<file path="config.mk">
export PLATFORM = sky130hd
export DESIGN_NAME = pid_antiwindup_controller_unit
export DESIGN_NICKNAME = d
export VERILOG_FILES = /design/src/rtl/pidaw_pkg.sv /design/src/rtl/pidaw_arith.sv /design/src/rtl/pidaw_seq.sv /design/src/rtl/pid_antiwindup_controller_unit.sv
export SDC_FILE = /design/constraint.sdc
export NUM_CORES = 2
export LEC_CHECK = 0
export ABC_CLOCK_PERIOD_IN_PS = 11000
export BUFFER_PORTS_ARGS = -buffer_cell sky130_fd_sc_hd__buf_4
export CORE_MARGIN = 2
export CORE_UTILIZATION = 40
export CTS_CLUSTER_SIZE = 20
export DETAILED_ROUTE_END_ITERATION = 16
export GPL_ROUTABILITY_DRIVEN = 1
export PLACE_DENSITY_LB_ADDON = 0.1
export SLEW_MARGIN = 0
export SYNTH_ARGS = -nofsm -noshare
export SYNTH_HDL_FRONTEND = slang
export SYNTH_HIERARCHICAL = 1
export SYNTH_SLANG_ARGS = --single-unit
export TNS_END_PERCENT = 20
</file>
<file path="constraint.sdc">
create_clock -name i_clk -period 11 [get_ports i_clk]
set_input_delay 3.3 -clock i_clk [delete_from_list [all_inputs] [get_ports i_clk]]
set_output_delay 3.3 -clock i_clk [all_outputs]
set_load 0.02 [all_outputs]
</file>
<file path="src/rtl/pidaw_pkg.sv">
// Shared types, codes and the microcode program of the PID controller.
`timescale 1ns / 1ps
`default_nettype none

package pidaw_pkg;

    // Width of the microcode step counter
    localparam int PC_W = 4;

    // Configuration register indexes
    localparam int CFG_IDX_W = 3;
    localparam logic [CFG_IDX_W-1:0] CFG_GAIN_P         = 3'd0;
    localparam logic [CFG_IDX_W-1:0] CFG_GAIN_I         = 3'd1;
    localparam logic [CFG_IDX_W-1:0] CFG_GAIN_D         = 3'd2;
    localparam logic [CFG_IDX_W-1:0] CFG_INTEGRAL_LIMIT = 3'd3;
    localparam logic [CFG_IDX_W-1:0] CFG_OUTPUT_LIMIT   = 3'd4;

    // Register values after reset
    localparam int GAIN_P_RESET         = 19661;
    localparam int GAIN_I_RESET         = 3277;
    localparam int GAIN_D_RESET         = 6554;
    localparam int INTEGRAL_LIMIT_RESET = 32768;
    localparam int OUTPUT_LIMIT_RESET   = 32768;

    // Program step numbers that are jump targets
    localparam logic [PC_W-1:0] STEP_FINISH = 4'd8;
    localparam logic [PC_W-1:0] STEP_CLEAR  = 4'd9;

    typedef enum logic [1:0] {
        UNIT_NONE = 2'd0,
        UNIT_MUL  = 2'd1,
        UNIT_DIV  = 2'd2
    } t_unit_op;

    typedef enum logic [2:0] {
        X_ERR    = 3'd0,
        X_GAIN_P = 3'd1,
        X_GAIN_I = 3'd2,
        X_GAIN_D = 3'd3,
        X_TMP    = 3'd4
    } t_xsel;

    typedef enum logic [1:0] {
        Y_DT    = 2'd0,
        Y_ERR   = 2'd1,
        Y_INTEG = 2'd2,
        Y_TMP   = 2'd3
    } t_ysel;

    typedef enum logic [3:0] {
        ALU_NOP       = 4'd0,
        ALU_INT_ADD   = 4'd1,
        ALU_INT_CLAMP = 4'd2,
        ALU_ACC_LOAD  = 4'd3,
        ALU_ACC_ADD   = 4'd4,
        ALU_DIFF      = 4'd5,
        ALU_TMP_LOAD  = 4'd6,
        ALU_FINISH    = 4'd7,
        ALU_CLEAR     = 4'd8
    } t_alu_op;

    typedef enum logic [1:0] {
        JMP_NONE     = 2'd0,
        JMP_CLEAR    = 2'd1,
        JMP_SHORT_DT = 2'd2
    } t_jump;

    // One microcode control word
    typedef struct packed {
        t_unit_op        unit;
        t_xsel           xsel;
        t_ysel           ysel;
        t_alu_op         alu;
        t_jump           jump;
        logic [PC_W-1:0] target;
        logic            last;
    } t_ctl_word;

    // Start strobe and operation for the shared arithmetic unit
    typedef struct packed {
        logic     start;
        t_unit_op op;
    } t_unit_ctl;

    // Sequencer strobes toward the datapath
    typedef struct packed {
        logic      accept;
        logic      unit_start;
        logic      exec;
        logic      load_out;
        t_ctl_word word;
    } t_seq_ctl;

    // Datapath status toward the sequencer
    typedef struct packed {
        logic unit_done;
        logic clear_req;
        logic short_dt;
    } t_seq_stat;

    // Microcode program
    function automatic t_ctl_word rom_word(input logic [PC_W-1:0] pc);
        t_ctl_word w;
        case (pc)
            4'd0: w = '{UNIT_NONE, X_ERR,    Y_DT,    ALU_NOP,       JMP_CLEAR,    STEP_CLEAR,  1'b0};
            4'd1: w = '{UNIT_MUL,  X_ERR,    Y_DT,    ALU_INT_ADD,   JMP_NONE,     STEP_FINISH, 1'b0};
            4'd2: w = '{UNIT_NONE, X_ERR,    Y_DT,    ALU_INT_CLAMP, JMP_NONE,     STEP_FINISH, 1'b0};
            4'd3: w = '{UNIT_MUL,  X_GAIN_P, Y_ERR,   ALU_ACC_LOAD,  JMP_NONE,     STEP_FINISH, 1'b0};
            4'd4: w = '{UNIT_MUL,  X_GAIN_I, Y_INTEG, ALU_ACC_ADD,   JMP_SHORT_DT, STEP_FINISH, 1'b0};
            4'd5: w = '{UNIT_NONE, X_ERR,    Y_DT,    ALU_DIFF,      JMP_NONE,     STEP_FINISH, 1'b0};
            4'd6: w = '{UNIT_MUL,  X_GAIN_D, Y_TMP,   ALU_TMP_LOAD,  JMP_NONE,     STEP_FINISH, 1'b0};
            4'd7: w = '{UNIT_DIV,  X_TMP,    Y_DT,    ALU_ACC_ADD,   JMP_NONE,     STEP_FINISH, 1'b0};
            4'd8: w = '{UNIT_NONE, X_ERR,    Y_DT,    ALU_FINISH,    JMP_NONE,     STEP_FINISH, 1'b1};
            4'd9: w = '{UNIT_NONE, X_ERR,    Y_DT,    ALU_CLEAR,     JMP_NONE,     STEP_FINISH, 1'b1};
            default: w = '{UNIT_NONE, X_ERR, Y_DT,    ALU_CLEAR,     JMP_NONE,     STEP_FINISH, 1'b1};
        endcase
        return w;
    endfunction

endpackage

`default_nettype wire

</file>
<file path="src/rtl/pidaw_arith.sv">
// Shared bit-serial fixed-point multiplier and divider with saturating result.
`timescale 1ns / 1ps
`default_nettype none

module pidaw_arith #(
    parameter int DATA_WIDTH = 32,
    parameter int FRAC_BITS  = 16,
    localparam int TSB = FRAC_BITS + 8,
    localparam int OPW = (DATA_WIDTH > TSB) ? DATA_WIDTH : TSB,
    localparam int YW  = OPW + 1
) (
    input  wire logic                         i_clk,
    input  wire logic                         i_rst_n,
    input  wire pidaw_pkg::t_unit_ctl         i_ctl,
    input  wire logic signed [DATA_WIDTH-1:0] i_x,
    input  wire logic signed [YW-1:0]         i_y,
    output logic                              o_done,
    output logic signed [DATA_WIDTH-1:0]      o_result
);

    localparam int DW = DATA_WIDTH;
    localparam int LW = DATA_WIDTH + FRAC_BITS;
    localparam int CW = $clog2(LW + 1);

    logic                 r_busy, r_fin, r_done;
    logic [CW-1:0]        r_cnt;
    pidaw_pkg::t_unit_op  r_op;
    logic                 r_neg;
    logic [OPW-1:0]       r_a;
    logic [OPW-1:0]       r_hi;
    logic [LW-1:0]        r_lo;
    logic signed [DW-1:0] r_result;

    logic [DW-1:0]    mx;
    logic [OPW-1:0]   my;
    logic [YW-1:0]    y_neg;
    logic [OPW:0]     mul_sum;
    logic [TSB:0]     trial;
    logic [TSB:0]     diff;
    logic             ge;
    logic [OPW+LW-1:0] prod;
    logic             ovf;
    logic [DW-2:0]    mval;
    logic signed [DW-1:0] post;

    assign mx    = i_x[DW-1] ? (~i_x + DW'(1)) : i_x;
    assign y_neg = ~i_y + YW'(1);
    assign my    = i_y[YW-1] ? y_neg[OPW-1:0] : i_y[OPW-1:0];

    assign mul_sum = {1'b0, r_hi} + (r_lo[0] ? {1'b0, r_a} : {(OPW+1){1'b0}});
    assign trial   = {r_hi[TSB-1:0], r_lo[LW-1]};
    assign diff    = trial - {1'b0, r_a[TSB-1:0]};
    assign ge      = ~diff[TSB];
    assign prod    = {r_hi, r_lo};

    always_comb begin
        if (r_op == pidaw_pkg::UNIT_DIV) begin
            ovf  = |r_lo[LW-1:DW-1];
            mval = r_lo[DW-2:0];
        end else begin
            ovf  = |prod[OPW+LW-1:FRAC_BITS+DW-1];
            mval = prod[FRAC_BITS+DW-2:FRAC_BITS];
        end
        if (r_neg) begin
            post = ovf ? {1'b1, {(DW-1){1'b0}}} : -$signed({1'b0, mval});
        end else begin
            post = ovf ? {1'b0, {(DW-1){1'b1}}} : $signed({1'b0, mval});
        end
    end

    always_ff @(posedge i_clk) begin
        if (!i_rst_n) begin
            r_busy <= 1'b0;
            r_fin  <= 1'b0;
            r_done <= 1'b0;
            r_cnt  <= '0;
        end else begin
            r_done <= r_fin;
            r_fin  <= 1'b0;
            if (i_ctl.start) begin
                r_busy <= 1'b1;
                r_cnt  <= CW'(LW);
            end else if (r_busy) begin
                r_cnt <= r_cnt - CW'(1);
                if (r_cnt == CW'(1)) begin
                    r_busy <= 1'b0;
                    r_fin  <= 1'b1;
                end
            end
        end
    end

    always_ff @(posedge i_clk) begin
        if (i_ctl.start) begin
            r_op <= i_ctl.op;
            r_hi <= '0;
            if (i_ctl.op == pidaw_pkg::UNIT_DIV) begin
                r_neg <= i_x[DW-1];
                r_a   <= my;
                r_lo  <= {mx, {FRAC_BITS{1'b0}}};
            end else begin
                r_neg <= i_x[DW-1] ^ i_y[YW-1];
                r_a   <= OPW'(mx);
                r_lo  <= LW'(my);
            end
        end else if (r_busy) begin
            if (r_op == pidaw_pkg::UNIT_DIV) begin
                r_hi <= OPW'(ge ? diff[TSB-1:0] : trial[TSB-1:0]);
                r_lo <= {r_lo[LW-2:0], ge};
            end else begin
                r_hi <= mul_sum[OPW:1];
                r_lo <= {mul_sum[0], r_lo[LW-1:1]};
            end
        end
        if (r_fin) begin
            r_result <= post;
        end
    end

    assign o_done   = r_done;
    assign o_result = r_result;

endmodule

`default_nettype wire

</file>
<file path="src/rtl/pidaw_seq.sv">
// Microcode sequencer: step counter, program ROM, jumps and handshakes.
`timescale 1ns / 1ps
`default_nettype none

module pidaw_seq (
    input  wire logic                 i_clk,
    input  wire logic                 i_rst_n,
    input  wire logic                 i_in_valid,
    output logic                      o_in_ready,
    output logic                      o_out_valid,
    input  wire logic                 i_out_ready,
    input  wire pidaw_pkg::t_seq_stat i_stat,
    output pidaw_pkg::t_seq_ctl       o_ctl
);

    typedef enum logic [3:0] {
        S_IDLE  = 4'b0001,
        S_ISSUE = 4'b0010,
        S_WAIT  = 4'b0100,
        S_OUT   = 4'b1000
    } t_seq_state;

    t_seq_state                   r_state, n_state;
    logic [pidaw_pkg::PC_W-1:0]   r_pc, n_pc;
    logic                         r_out_valid, n_out_valid;
    pidaw_pkg::t_ctl_word         word;
    logic                         taken;
    logic                         step_done;

    assign word = pidaw_pkg::rom_word(r_pc);

    always_comb begin
        case (word.jump)
            pidaw_pkg::JMP_CLEAR:    taken = i_stat.clear_req;
            pidaw_pkg::JMP_SHORT_DT: taken = i_stat.short_dt;
            default:                 taken = 1'b0;
        endcase
    end

    always_comb begin
        n_state      = r_state;
        n_pc         = r_pc;
        n_out_valid  = r_out_valid;
        step_done    = 1'b0;
        o_ctl        = '0;
        o_ctl.word   = word;

        // drop the output request once taken
        if (r_out_valid && i_out_ready) begin
            n_out_valid = 1'b0;
        end

        case (r_state)
            S_IDLE: begin
                if (i_in_valid) begin
                    o_ctl.accept = 1'b1;
                    n_pc         = '0;
                    n_state      = S_ISSUE;
                end
            end
            S_ISSUE: begin
                if (word.unit != pidaw_pkg::UNIT_NONE) begin
                    o_ctl.unit_start = 1'b1;
                    n_state          = S_WAIT;
                end else begin
                    o_ctl.exec = 1'b1;
                    step_done  = 1'b1;
                end
            end
            S_WAIT: begin
                if (i_stat.unit_done) begin
                    o_ctl.exec = 1'b1;
                    step_done  = 1'b1;
                end
            end
            S_OUT: begin
                if (!r_out_valid || i_out_ready) begin
                    o_ctl.load_out = 1'b1;
                    n_out_valid    = 1'b1;
                    n_state        = S_IDLE;
                end
            end
            default: begin
                n_state = S_IDLE;
            end
        endcase

        // advance or jump after the step's datapath operation
        if (step_done) begin
            if (word.last) begin
                n_state = S_OUT;
            end else begin
                n_pc    = taken ? word.target : r_pc + pidaw_pkg::PC_W'(1);
                n_state = S_ISSUE;
            end
        end
    end

    always_ff @(posedge i_clk) begin
        if (!i_rst_n) begin
            r_state     <= S_IDLE;
            r_pc        <= '0;
            r_out_valid <= 1'b0;
        end else begin
            r_state     <= n_state;
            r_pc        <= n_pc;
            r_out_valid <= n_out_valid;
        end
    end

    assign o_in_ready  = (r_state == S_IDLE);
    assign o_out_valid = r_out_valid;

endmodule

`default_nettype wire

</file>
<file path="src/rtl/pid_antiwindup_controller_unit.sv">
// Top level of the PID controller: registers, datapath and unit wiring.
`timescale 1ns / 1ps
`default_nettype none

// Single-channel PID controller with a clamped integral, signed fixed point
// with FRAC_BITS fraction bits in DATA_WIDTH bits; time_step is unsigned
// Q8.FRAC_BITS seconds. A compute request (action 0) adds error*dt to the
// integral, clamps it to +-integral_limit, forms
// gain_p*error + gain_i*integral + gain_d*(error-previous)/dt with every
// product truncated toward zero and every sum saturated, and returns that sum
// clamped to +-output_limit. The derivative term is used only when time_step
// is above 0.0001 s. A clear request (action 1) zeroes the integral and the
// previous error and returns 0. A short microcode program steps one shared
// bit-serial multiply/divide unit, whose operations set the rate. One request
// is worked on at a time; a finished result waits in its own output register,
// so the next request is taken while it is unread. Configuration is written
// through a plain write port; the user must write it only while idle, as the
// block itself does not enforce it.
module pid_antiwindup_controller_unit #(
    parameter int FRAC_BITS  = 16,
    parameter int DATA_WIDTH = 32
) (
    input  wire logic                                i_clk,
    input  wire logic                                i_rst_n,
    // configuration write port
    input  wire logic                                i_cfg_wr_en,
    input  wire logic [pidaw_pkg::CFG_IDX_W-1:0]     i_cfg_index,
    input  wire logic [DATA_WIDTH-1:0]               i_cfg_wdata,
    // request channel
    input  wire logic                                i_in_valid,
    output logic                                     o_in_ready,
    input  wire logic                                i_action,
    input  wire logic signed [DATA_WIDTH-1:0]        i_error_sample,
    input  wire logic [FRAC_BITS+7:0]                i_time_step,
    // result channel
    output logic                                     o_out_valid,
    input  wire logic                                i_out_ready,
    output logic signed [DATA_WIDTH-1:0]             o_control_output
);

    localparam int DW  = DATA_WIDTH;
    localparam int TSB = FRAC_BITS + 8;
    localparam int OPW = (DW > TSB) ? DW : TSB;
    localparam int YW  = OPW + 1;
    // largest time_step code that is still 0.0001 s or less
    localparam logic [TSB-1:0] DT_THRESH = TSB'((64'd1 << FRAC_BITS) / 64'd10000);

    localparam logic signed [DW-1:0] S_MAX = {1'b0, {(DW-1){1'b1}}};
    localparam logic signed [DW-1:0] S_MIN = {1'b1, {(DW-1){1'b0}}};

    // configuration registers
    logic signed [DW-1:0] r_gain_p, r_gain_i, r_gain_d;
    logic [DW-2:0]        r_int_lim, r_out_lim;

    // controller state and working registers
    logic signed [DW-1:0] r_integ, r_last;
    logic signed [DW-1:0] r_err, r_tmp, r_acc, r_out;
    logic [TSB-1:0]       r_dt;
    logic                 r_clear;

    pidaw_pkg::t_seq_ctl  ctl;
    pidaw_pkg::t_seq_stat stat;
    pidaw_pkg::t_unit_ctl unit_ctl;
    logic                 unit_done;
    logic signed [DW-1:0] unit_res;
    logic signed [DW-1:0] op_x;
    logic signed [YW-1:0] op_y;

    // saturating add and subtract at DATA_WIDTH
    function automatic logic signed [DW-1:0] sat_add(input logic signed [DW-1:0] a,
                                                     input logic signed [DW-1:0] b);
        logic [DW:0] s;
        s = {a[DW-1], a} + {b[DW-1], b};
        if (s[DW] != s[DW-1]) begin
            return s[DW] ? S_MIN : S_MAX;
        end
        return s[DW-1:0];
    endfunction

    function automatic logic signed [DW-1:0] sat_sub(input logic signed [DW-1:0] a,
                                                     input logic signed [DW-1:0] b);
        logic [DW:0] s;
        s = {a[DW-1], a} - {b[DW-1], b};
        if (s[DW] != s[DW-1]) begin
            return s[DW] ? S_MIN : S_MAX;
        end
        return s[DW-1:0];
    endfunction

    // symmetric clamp to +-lim
    function automatic logic signed [DW-1:0] clamp_sym(input logic signed [DW-1:0] v,
                                                       input logic [DW-2:0] lim);
        logic signed [DW:0] l;
        logic signed [DW:0] nl;
        logic signed [DW:0] ve;
        l  = $signed({2'b00, lim});
        nl = -l;
        ve = $signed({v[DW-1], v});
        if (ve > l) begin
            return l[DW-1:0];
        end
        if (ve < nl) begin
            return nl[DW-1:0];
        end
        return v;
    endfunction

    pidaw_seq u_seq (
        .i_clk       (i_clk),
        .i_rst_n     (i_rst_n),
        .i_in_valid  (i_in_valid),
        .o_in_ready  (o_in_ready),
        .o_out_valid (o_out_valid),
        .i_out_ready (i_out_ready),
        .i_stat      (stat),
        .o_ctl       (ctl)
    );

    assign stat.unit_done = unit_done;
    assign stat.clear_req = r_clear;
    assign stat.short_dt  = (r_dt <= DT_THRESH);

    assign unit_ctl.start = ctl.unit_start;
    assign unit_ctl.op    = ctl.word.unit;

    // operand selection for the arithmetic unit
    always_comb begin
        case (ctl.word.xsel)
            pidaw_pkg::X_GAIN_P: op_x = r_gain_p;
            pidaw_pkg::X_GAIN_I: op_x = r_gain_i;
            pidaw_pkg::X_GAIN_D: op_x = r_gain_d;
            pidaw_pkg::X_TMP:    op_x = r_tmp;
            default:             op_x = r_err;
        endcase
        case (ctl.word.ysel)
            pidaw_pkg::Y_ERR:   op_y = YW'(r_err);
            pidaw_pkg::Y_INTEG: op_y = YW'(r_integ);
            pidaw_pkg::Y_TMP:   op_y = YW'(r_tmp);
            default:            op_y = $signed({{(YW-TSB){1'b0}}, r_dt});
        endcase
    end

    pidaw_arith #(
        .DATA_WIDTH (DATA_WIDTH),
        .FRAC_BITS  (FRAC_BITS)
    ) u_arith (
        .i_clk    (i_clk),
        .i_rst_n  (i_rst_n),
        .i_ctl    (unit_ctl),
        .i_x      (op_x),
        .i_y      (op_y),
        .o_done   (unit_done),
        .o_result (unit_res)
    );

    // configuration registers and controller state
    always_ff @(posedge i_clk) begin
        if (!i_rst_n) begin
            r_gain_p  <= DW'(pidaw_pkg::GAIN_P_RESET);
            r_gain_i  <= DW'(pidaw_pkg::GAIN_I_RESET);
            r_gain_d  <= DW'(pidaw_pkg::GAIN_D_RESET);
            r_int_lim <= (DW-1)'(pidaw_pkg::INTEGRAL_LIMIT_RESET);
            r_out_lim <= (DW-1)'(pidaw_pkg::OUTPUT_LIMIT_RESET);
            r_integ   <= '0;
            r_last    <= '0;
        end else begin
            if (i_cfg_wr_en) begin
                case (i_cfg_index)
                    pidaw_pkg::CFG_GAIN_P:         r_gain_p  <= i_cfg_wdata;
                    pidaw_pkg::CFG_GAIN_I:         r_gain_i  <= i_cfg_wdata;
                    pidaw_pkg::CFG_GAIN_D:         r_gain_d  <= i_cfg_wdata;
                    pidaw_pkg::CFG_INTEGRAL_LIMIT: r_int_lim <= i_cfg_wdata[DW-2:0];
                    pidaw_pkg::CFG_OUTPUT_LIMIT:   r_out_lim <= i_cfg_wdata[DW-2:0];
                    default: ;  // ignore unused indexes
                endcase
            end
            if (ctl.exec) begin
                case (ctl.word.alu)
                    pidaw_pkg::ALU_INT_ADD:   r_integ <= sat_add(r_integ, unit_res);
                    pidaw_pkg::ALU_INT_CLAMP: r_integ <= clamp_sym(r_integ, r_int_lim);
                    pidaw_pkg::ALU_FINISH:    r_last  <= r_err;
                    pidaw_pkg::ALU_CLEAR: begin
                        r_integ <= '0;
                        r_last  <= '0;
                    end
                    default: ;
                endcase
            end
        end
    end

    // request capture, working registers and output register
    always_ff @(posedge i_clk) begin
        if (ctl.accept) begin
            r_clear <= i_action;
            r_err   <= i_error_sample;
            r_dt    <= i_time_step;
        end
        if (ctl.exec) begin
            case (ctl.word.alu)
                pidaw_pkg::ALU_ACC_LOAD: r_acc <= unit_res;
                pidaw_pkg::ALU_ACC_ADD:  r_acc <= sat_add(r_acc, unit_res);
                pidaw_pkg::ALU_DIFF:     r_tmp <= sat_sub(r_err, r_last);
                pidaw_pkg::ALU_TMP_LOAD: r_tmp <= unit_res;
                pidaw_pkg::ALU_FINISH:   r_acc <= clamp_sym(r_acc, r_out_lim);
                pidaw_pkg::ALU_CLEAR:    r_acc <= '0;
                default: ;
            endcase
        end
        // hold the result until the output slot is free
        if (ctl.load_out) begin
            r_out <= r_acc;
        end
    end

    assign o_control_output = r_out;

endmodule

`default_nettype wire

</file>
==> impl_table.tex <==
\begin{tabular}{lr}
\hline
Metric & Value \\
\hline
\multicolumn{2}{l}{\textbf{Power and ir drop}} \\
Power density cells & 131.1 nW/um2 \\
Clock network fraction of design power & 0.417 \\
Switching power as a share of total power & 0.2977 \\
Worst IR Drop VDD & 0.1159 mV \\
Internal power of the cells & 0.004038 W \\
Logic gate share of total power & 0.179 \\
Leakage & 17.16 nW \\
Share of total power in sequential cells & 0.404 \\
Switching Power & 0.001712 W \\
\multicolumn{2}{l}{\textbf{Final layout}} \\
P\&R area growth vs syn & 11.41\% \\
Final-stage net count & 4948 \\
Commonest non-fill, non-tap cells in the layout & sky130\_fd\_sc\_hd\_\_nand2\_1 (643), sky130\_fd\_sc\_hd\_\_ha\_1 (288), sky130\_fd\_sc\_hd\_\_a21oi\_1 (285), sky130\_fd\_sc\_hd\_\_dfxtp\_1 (282), sky130\_fd\_sc\_hd\_\_o21ai\_0 (271) \\
Ratio of cells with drive above 1 in the final layout & 0.09144 \\
Most common cell after layout, fill and taps aside & sky130\_fd\_sc\_hd\_\_nand2\_1 \\
Post-layout utilization of the core & 0.4475 \\
\multicolumn{2}{l}{\textbf{Global route}} \\
Overall global routing resource usage & 0.2898 \\
Pin count of the biggest net entering global routing & 102 \\
Antenna violations before repair & 6 \\
Via count of the first global-routing pass & 32892 \\
Total congestion overflow after global routing & 0 \\
First-pass GRT wire length & 219900 um \\
\multicolumn{2}{l}{\textbf{Synthesis}} \\
Average cell area after synthesis & 8.650 um2 \\
Count of mapped cells out of synthesis & 4550 \\
Syn. warnings & 6 \\
Post-synthesis net count & 4940 \\
Mapped Area & 39360 um2 \\
\multicolumn{2}{l}{\textbf{Clocking}} \\
Sinks on the clock net & 551 \\
Post-cts resize count & 0 \\
Bufs on Longest Clock Path & 3 \\
TritonCTS clock tree & done \\
Clk root buf & sky130\_fd\_sc\_hd\_\_clkbuf\_16 \\
Clock input transition at the sequential cells of the worst setup and hold paths & 0.06 ns \\
Skew-Pair Late Insertion Delay & 0.65 ns \\
Hold Buf Count CTS & 0 \\
Max H-tree Level & 3 \\
Postcts setup bufs & 0 \\
Clock buffer count from CTS & 71 \\
\multicolumn{2}{l}{\textbf{Die}} \\
CORE AREA & 97990 um2 \\
Starting density of the core & 0.4017 \\
Horizontal die dimension & 317.7 um \\
Die footprint & 100900 um2 \\
Number of top-level pins & 131 \\
Number of standard-cell rows in the floorplan & 115 \\
Vertical extent of the die & 317.7 um \\
\multicolumn{2}{l}{\textbf{Critical path}} \\
Required arrival time at the worst endpoint & 11.49 ns \\
Critical Path Sink Type & flop \\
Setup slack on the worst flop-to-flop path & 4.93 ns \\
Count of cells along the worst register-to-register path & 16 \\
Critical path data arrival time & 6.56 ns \\
Crit path launch type & flop \\
Largest fanout on the critical path & 38 \\
Crit Path Class & flop to flop \\
\multicolumn{2}{l}{\textbf{Place}} \\
Placer Congestion & 0.9644 \\
Port buffer count & 130 \\
Post-detailed-placement half-perimeter wirelength & 114400 um \\
\multicolumn{2}{l}{\textbf{Detailed routing}} \\
Detailed-route wire length per cell & 25.52 um \\
Post-Route WL & 150600 um \\
Post-route DRC & 0 \\
TritonRoute pass-1 iters & 5 \\
Routed vias & 35109 \\
Routed vias/inst & 5.947 \\
Antenna-violating nets left & 0 \\
Iteration-0 DRC count of the detailed router & 3558 \\
\multicolumn{2}{l}{\textbf{STA}} \\
Post-Route Hold Slack & 0.4615 ns \\
Relative max-transition margin & 0.1867 \\
Period utilisation layout & 0.5516 \\
Setup TNS & 0 ns \\
Unrepaired setup endpoints after global routing & false \\
Fin crit period & 6.068 ns \\
Setup violations, final & 0 \\
Final Slew Violations & 0 \\
Slew of the pin with the lowest slew margin & 1.189 ns \\
Count of endpoints failing hold in the final timing report & 0 \\
Fmax & 0.1648 GHz \\
Setup Skew & 0.03464 ns \\
\multicolumn{2}{l}{\textbf{Run status}} \\
Status & complete, no violations \\
\multicolumn{2}{l}{\textbf{Min path}} \\
Worst Hold Class & flop to flop \\
Number of cells traversed by the worst hold path & 2 \\
\multicolumn{2}{l}{\textbf{Flow run}} \\
Total of max-cap violations & 0 \\
\hline
\end{tabular}
-- worst paths after layout --
path,from,endpoint
max,r_int_lim[0]$_SDFFE_PN0P_,r_integ[29]$_SDFFE_PN0P_
min,r_last[17]$_SDFFE_PN0P_,r_last[17]$_SDFFE_PN0P_
max reg2reg,r_int_lim[0]$_SDFFE_PN0P_,r_integ[29]$_SDFFE_PN0P_
min reg2reg,r_last[17]$_SDFFE_PN0P_,r_last[17]$_SDFFE_PN0P_
-- routing by layer --
layer	track usage	vias to the layer above	share of wire
met1	0.3914	16954	0.44
met4	0.1341	2	0.049
met5	0	-	0.000073
met3	0.04745	288	0.069
met2	0.4537	1273	0.44
li1	-	16592	-
-- power by group through the flow --
stage / combinational, W / clock (W) / sequential (W)
global route: 0.00113 / 0.00252 / 0.00233
finish: 0.00103 / 0.00240 / 0.00232
detailed placement: 0.00102 / 0 / 0.00237
CTS: 0.00102 / 0.00244 / 0.00232
global placement: 0.00102 / 0 / 0.00236
floorplan: 0.000729 / 0 / 0.00231
-- state kept, by name (all words and copies together) (netlist names), 6 cells and up --
register,cells
u_arith/r_lo,48
o_control_output,32
r_acc,32
r_err,32
r_gain_d,32
r_gain_i,32
r_gain_p,32
r_integ,32
r_last,32
r_tmp,32
u_arith/o_result,32
u_arith/r_a,32
u_arith/r_hi,32
r_int_lim,31
r_out_lim,31
r_dt,24
u_seq/word,11
u_arith/r_cnt,6
-- worst max-delay path, stage by stage, from the launching register on --
cell,delay [ns]
sky130_fd_sc_hd__dfxtp_1,0.37
sky130_fd_sc_hd__or4_4,0.60
sky130_fd_sc_hd__or4_4,0.45
sky130_fd_sc_hd__or3_4,0.35
sky130_fd_sc_hd__or3_4,0.37
sky130_fd_sc_hd__nor4_4,0.30
sky130_fd_sc_hd__nand2_1,0.12
sky130_fd_sc_hd__xnor2_1,0.15
sky130_fd_sc_hd__ha_1,0.30
sky130_fd_sc_hd__a21o_1,0.16
sky130_fd_sc_hd__a21o_1,0.17
sky130_fd_sc_hd__a222oi_1,0.30
sky130_fd_sc_hd__a21boi_0,0.28
sky130_fd_sc_hd__nand2_1,0.13
sky130_fd_sc_hd__a21oi_4,0.73
sky130_fd_sc_hd__and2_1,0.96
sky130_fd_sc_hd__a31oi_1,0.17
-- cell type report --
cell class | count | area [um2]
repair buffers | 186 | 1400
clock inverters | 38 | 362.8
clock buffers | 92 | 1999
fillers | 9692 | 54140
inverters | 184 | 691.9
multi-input cells | 3564 | 24060
well taps | 1287 | 1610
flip-flops and latches | 551 | 13710
diodes | 2 | 5.005
-- through the flow --
step / cell area (um2) / setup WS [ns] / power [W] / std cells
4_1_cts: 43840 / 5.035 / 0.005784 / 5902
3_5_place_dp: 41480 / 5.039 / 0.003384 / 5772
6_report: 43850 / 4.932 / 0.005750 / 5904
5_1_grt: 43840 / 4.484 / 0.005985 / 5902
3_3_place_gp: 41480 / 4.997 / 0.003381 / 5772
2_1_floorplan: 39360 / 5.272 / 0.003040 / 4550
Note: power is estimated with default switching activity, not from simulation.
